### src/rtl/i2da_pkg.sv
// Package for the integer to decimal ASCII converter.
// Holds widths, ASCII codes and the pipeline payload type; no dependencies.
package i2da_pkg;

    localparam int BIN_W           = 64;
    localparam int DIGITS          = 20;
    localparam int BCD_W           = DIGITS * 4;
    localparam int DIGIT_IDX_W     = 5;
    localparam int STEPS_PER_STAGE = 4;
    localparam int N_STAGES        = BIN_W / STEPS_PER_STAGE;

    localparam logic [7:0] ASCII_ZERO  = 8'd48;
    localparam logic [7:0] ASCII_MINUS = 8'd45;

    typedef struct packed {
        logic             neg;
        logic [BIN_W-1:0] bin;
        logic [BCD_W-1:0] bcd;
    } dabble_t;

endpackage

### src/rtl/i2da_dabble_stage.sv
// One register stage of the binary to BCD converter: four shift-and-add-3 steps.
// Depends on i2da_pkg.
module i2da_dabble_stage
    import i2da_pkg::*;
(
    input  logic    clk,
    input  logic    rst_n,
    input  logic    in_valid,
    output logic    in_ready,
    input  dabble_t in_data,
    output logic    out_valid,
    input  logic    out_ready,
    output dabble_t out_data
);

    logic    valid_reg;
    dabble_t data_reg;
    dabble_t data_next;

    always_comb
    begin
        data_next = in_data;
        for (int s = 0; s < STEPS_PER_STAGE; s++)
        begin
            for (int d = 0; d < DIGITS; d++)
            begin
                if (data_next.bcd[d*4 +: 4] >= 4'd5)
                begin
                    data_next.bcd[d*4 +: 4] = data_next.bcd[d*4 +: 4] + 4'd3;
                end
            end
            {data_next.bcd, data_next.bin} = {data_next.bcd[BCD_W-2:0], data_next.bin, 1'b0};
        end
    end

    assign in_ready  = !valid_reg || out_ready;
    assign out_valid = valid_reg;
    assign out_data  = data_reg;

    always_ff @(posedge clk or negedge rst_n)
    begin
        if (!rst_n)
        begin
            valid_reg <= 1'b0;
        end
        else if (in_ready)
        begin
            valid_reg <= in_valid;
        end
    end

    always_ff @(posedge clk)
    begin
        if (in_ready && in_valid)
        begin
            data_reg <= data_next;
        end
    end

endmodule

### src/rtl/i2da_serializer.sv
// Digit count stage and character emitter: one ASCII character per cycle.
// Depends on i2da_pkg.
module i2da_serializer
    import i2da_pkg::*;
(
    input  logic             clk,
    input  logic             rst_n,
    input  logic             in_valid,
    output logic             in_ready,
    input  logic             in_neg,
    input  logic [BCD_W-1:0] in_bcd,
    output logic [7:0]       character,
    output logic             last,
    output logic             strobe
);

    logic                   cnt_valid_reg;
    logic                   cnt_neg_reg;
    logic [BCD_W-1:0]       cnt_bcd_reg;
    logic [DIGIT_IDX_W-1:0] cnt_top_reg;
    logic [DIGIT_IDX_W-1:0] cnt_top_next;

    logic                   act_reg;
    logic                   minus_reg;
    logic [BCD_W-1:0]       bcd_reg;
    logic [DIGIT_IDX_W-1:0] idx_reg;

    logic                   done_now;
    logic                   load;
    logic [3:0]             digit;

    always_comb
    begin
        cnt_top_next = '0;
        for (int d = 1; d < DIGITS; d++)
        begin
            if (in_bcd[d*4 +: 4] != 4'd0)
            begin
                cnt_top_next = DIGIT_IDX_W'(d);
            end
        end
    end

    assign done_now = act_reg && !minus_reg && (idx_reg == '0);
    assign load     = cnt_valid_reg && (!act_reg || done_now);
    assign in_ready = !cnt_valid_reg || load;

    assign digit     = bcd_reg[{idx_reg, 2'b00} +: 4];
    assign strobe    = act_reg;
    assign last      = !minus_reg && (idx_reg == '0);
    assign character = minus_reg ? ASCII_MINUS : (ASCII_ZERO + {4'd0, digit});

    always_ff @(posedge clk or negedge rst_n)
    begin
        if (!rst_n)
        begin
            cnt_valid_reg <= 1'b0;
            act_reg       <= 1'b0;
            minus_reg     <= 1'b0;
            idx_reg       <= '0;
        end
        else
        begin
            if (in_ready)
            begin
                cnt_valid_reg <= in_valid;
            end
            if (load)
            begin
                act_reg   <= 1'b1;
                minus_reg <= cnt_neg_reg;
                idx_reg   <= cnt_top_reg;
            end
            else if (act_reg)
            begin
                if (minus_reg)
                begin
                    minus_reg <= 1'b0;
                end
                else if (idx_reg == '0)
                begin
                    act_reg <= 1'b0;
                end
                else
                begin
                    idx_reg <= idx_reg - 1'b1;
                end
            end
        end
    end

    always_ff @(posedge clk)
    begin
        if (in_ready && in_valid)
        begin
            cnt_neg_reg <= in_neg;
            cnt_bcd_reg <= in_bcd;
            cnt_top_reg <= cnt_top_next;
        end
        if (load)
        begin
            bcd_reg <= cnt_bcd_reg;
        end
    end

endmodule

### src/rtl/integer_to_decimal_ascii_core.sv
// Top level of the signed 64-bit integer to decimal ASCII converter.
// Depends on i2da_pkg, i2da_dabble_stage and i2da_serializer.
//
// Usage:
//   Command channel: drive value and raise start; the transaction is taken at
//   a rising edge where start is high and busy is low.
//   Result channel: one ASCII character per cycle on character, marked by
//   strobe, most significant first; a negative value begins with '-'. last
//   is high on the final character of a number. The receiver cannot stall.
// Pipeline: a command passes through one input register, 16 conversion stages
//   of four shift-and-add-3 steps each, one digit count register and one
//   emitter register before its first character is strobed.
// Throughput: a number of 1 to 20 characters holds the emitter until its
//   last one; a next number already waiting in the digit count register
//   follows it with no gap. The 18 pipeline registers take a new command
//   every cycle until they fill behind the emitter, then busy rises.
// Reset: rst_n clears every valid bit; in-flight numbers are dropped and no
//   strobe is raised until a new command is taken.
module integer_to_decimal_ascii_core
    import i2da_pkg::*;
(
    input  logic                    clk,
    input  logic                    rst_n,
    input  logic                    start,
    output logic                    busy,
    input  logic signed [BIN_W-1:0] value,
    output logic [7:0]              character,
    output logic                    last,
    output logic                    strobe
);

    logic    stg_valid [0:N_STAGES];
    logic    stg_ready [0:N_STAGES];
    dabble_t stg_data  [0:N_STAGES];

    logic             in_valid_reg;
    logic             in_neg_reg;
    logic [BIN_W-1:0] in_mag_reg;
    logic [BIN_W-1:0] raw;
    logic [BIN_W-1:0] mag_next;
    logic             accept;

    assign raw      = $unsigned(value);
    assign mag_next = raw[BIN_W-1] ? (~raw + BIN_W'(1)) : raw;
    assign busy     = in_valid_reg && !stg_ready[0];
    assign accept   = start && !busy;

    always_ff @(posedge clk or negedge rst_n)
    begin
        if (!rst_n)
        begin
            in_valid_reg <= 1'b0;
        end
        else if (!busy)
        begin
            in_valid_reg <= start;
        end
    end

    always_ff @(posedge clk)
    begin
        if (accept)
        begin
            in_neg_reg <= raw[BIN_W-1];
            in_mag_reg <= mag_next;
        end
    end

    assign stg_valid[0]    = in_valid_reg;
    assign stg_data[0].neg = in_neg_reg;
    assign stg_data[0].bin = in_mag_reg;
    assign stg_data[0].bcd = '0;

    for (genvar i = 0; i < N_STAGES; i++)
    begin : g_stage
        i2da_dabble_stage u_stage
        (
            .clk       (clk),
            .rst_n     (rst_n),
            .in_valid  (stg_valid[i]),
            .in_ready  (stg_ready[i]),
            .in_data   (stg_data[i]),
            .out_valid (stg_valid[i+1]),
            .out_ready (stg_ready[i+1]),
            .out_data  (stg_data[i+1])
        );
    end

    i2da_serializer u_ser
    (
        .clk       (clk),
        .rst_n     (rst_n),
        .in_valid  (stg_valid[N_STAGES]),
        .in_ready  (stg_ready[N_STAGES]),
        .in_neg    (stg_data[N_STAGES].neg),
        .in_bcd    (stg_data[N_STAGES].bcd),
        .character (character),
        .last      (last),
        .strobe    (strobe)
    );

endmodule

### config.mk
export PLATFORM = sky130hd
export DESIGN_NAME = integer_to_decimal_ascii_core
export DESIGN_NICKNAME = d
export VERILOG_FILES = /design/src/rtl/i2da_pkg.sv /design/src/rtl/i2da_dabble_stage.sv /design/src/rtl/i2da_serializer.sv /design/src/rtl/integer_to_decimal_ascii_core.sv
export SDC_FILE = /design/constraint.sdc
export NUM_CORES = 2
export LEC_CHECK = 0
export ABC_AREA = 1
export BUFFER_PORTS_ARGS = -buffer_cell sky130_fd_sc_hd__clkbuf_2
export CAP_MARGIN = 20
export CORE_MARGIN = 2
export CORE_UTILIZATION = 49
export DETAILED_ROUTE_END_ITERATION = 8
export HOLD_SLACK_MARGIN = 0.02
export PLACE_DENSITY = 0.66
export SYNTH_ARGS = -nofsm -noshare
export SYNTH_HDL_FRONTEND = slang
export SYNTH_SLANG_ARGS = --single-unit
export TNS_END_PERCENT = 20
### constraint.sdc
create_clock -name clk -period 11.3 [get_ports clk]
set_input_delay 0 -clock clk [delete_from_list [all_inputs] [get_ports clk]]
set_output_delay 0 -clock clk [all_outputs]
set_load 0.1 [all_outputs]
==> run metrics <==
clock buffer depth 3; most frequent cell after synthesis inv_1; Primary FF master, synth edfxtp_1; Critical Path, Cell by Cell inv_1, ha_1, inv_1, nor2_1, nand3_2, nand4_2, nor2_2, nand4_2, nor2_4, nand4_4, nor2_4, nand4_4, nor2_4, nand4_1, inv_1, clkbuf_2; hold buffer count at cts 175; vias in the first global route 81586; Max-cap violations 0; fin. max-slew vios 0; Cell Area, Synth 0.118 mm^2; setup TNS 0 ns; Reg area 0.0438 mm^2; Fmax achieved 189 MHz; crit start category flip-flop; Fillers 21989; IO Pins 78; H-tree depth 4; fin crit period 5.28 ns; Layout area overhead 10.2%; Syn Inst Count 14736; GRT Resource Usage Total 15.4%; Crit-path slowest cell dfrtp_1; fin crit share 46.7%; FF+latch count, synth 1462; Core Util, Final 54.1%; Synth async-reset ratio 1.71%; pin count of the biggest net entering global routing 87; via-per-instance ratio 4.71; Hold Path Class input port to flip-flop; number of setup buffers added after CTS 0; DR DRC count 0; DR pass1 iterations 6; Yosys Warn Count 0; CP Data Required Time 11.30 ns; post-synth top area share 36.6%; Initial Util 49.1%; Synth area leaders edfxtp_1, ha_1, inv_1, nand2_1, xor2_1; Netlist cell types 67; Die Ht 495 um; max reg flops 1206; worst-path fanout max 23; status complete, no violations; EDFF count, synth 1437; final hold viol count 0; drt wl/cell 10.1 um; Max-slew headroom 30.3%; Synth top cells by count inv_1, nand2_1, edfxtp_1; area of the multi-input gates 0.0618 mm^2; worst skew pair latency 0.89 ns; die area 0.245 mm^2; post-CTS sizing 0; final WL 187000 um; Post-Syn Area per Cell 8.01 um^2; CTS Buf Count 171; first-pass GRT wire length 334000 um; unrepaired setup endpoints after global routing no; Final GP Congestion 0.833; Core Area 0.240 mm^2; initial antenna violation count 6; Post-DRT Antenna Nets 0; sequential fraction of the synthesis area 37.1%; Die W 495 um; worst slew pin tran 1.05 ns; share of cells above drive strength 1 9.11%; DRT iter0 DRCs 3456; TritonCTS clock tree done; row count 180; CTS Sinks 1462; I/O Buffers 74; clock skew 0.109 ns; via count 87041; Worst Path Arrival 5.28 ns; Setup violations, final 0; post-DP HPWL 143000 um; total gr overflow 0; NumNets Final 16549; area leader, netlist edfxtp_1; clock-pin slew on the worst setup and hold paths 0.06 ns; CTS root buffer clkbuf_16; crit path kind flip-flop to primary output; Crit. End Element primary output; max incr delay on CP 0.75 ns
## per-stage QoR
step                hold slack (ns)  instance area, um^2  worst slack [ns]  std cells
global route                 0.0972               130000              5.63      18492
CTS                          0.0585               130000              5.92      18482
global placement              0.173               122000              6.66      17993
finish                        0.145               130000              6.02      18493
detailed placement            0.187               122000              6.63      17993
floorplan                    -0.296               118000              5.16      14737
## per-layer routing
layer,track usage (%),vias up,routed length [um]
met5,0,-,0
met4,4.18,0,4360
met3,2.15,307,4750
met2,29.6,706,94300
met1,17.6,38386,83900
li1,-,47642,-
## worst paths after layout
| path | start | end | slack, ns | depth (start not counted) |
|---|---|---|---|---|
| worst max register to register | u_ser.idx_reg[1] | in_mag_reg[50] | 6.65 | 17 |
| worst min-delay path | value[6] | in_mag_reg[6] | 0.15 | 4 |
| max in group asynchronous | rst_n | g_stage[10].u_stage.out_valid | 10.82 | 4 |
| worst min register to register | g_stage[15].u_stage.out_data[2] | u_ser.cnt_bcd_reg[2] | 0.37 | 0 |
| worst max-delay path | u_ser.idx_reg[1] | busy | 6.02 | 16 |
| min in group asynchronous | rst_n | u_ser.idx_reg[4] | 0.19 | 4 |
## critical path, delay by kind of cell (launching register included)
kind	cells	cell delay, ns
adders and majority gates	1	0.34
buffers and inverters	4	1.24
DFF	1	0.75
and+or+nand+nor	11	2.06
## kinds of logic after synthesis
| logic type | share of synthesized area (%) |
|---|---|
| xor gates and xnor gates | 6.44 |
| adders and majority gates | 14.0 |
| buffers and inverters | 10.6 |
| other | 0.00637 |
| muxes | 0.0700 |
| AOI/OAI and AO/OA | 12.1 |
| DFF | 37.1 |
| and+or+nand+nor | 19.7 |
## placed cells by master (no fill, tap or decap), types with 52 or more instances in the layout
cell type	count
inv_1	3246
nand2_1	3210
edfxtp_1	1437
ha_1	1323
nor2_1	1160
xor2_1	726
o21ai_0	707
a21oi_1	554
o21ai_2	523
nand3_1	420
o21ai_1	359
dlygate4sd3_1	174
clkbuf_16	171
nand2_2	154
nand3_2	119
clkbuf_2	74
or2_1	70
nand4_1	70
nand3b_1	58
inv_2	58
xor2_2	52
## area by class of cell
class | instances | area share (%)
well taps | 3185 | 3.07
clock inverters | 105 | 0.920
diodes | 8 | 0.0154
flip-flops and latches | 1462 | 33.7
inverters | 3309 | 9.56
repair buffers | 274 | 1.82
clock buffers | 209 | 3.42
multi-input cells | 9941 | 47.5
Power is left out: the tool's default activity adds up to more than one toggle a clock period on the data nets, which glitch-free logic cannot reach.
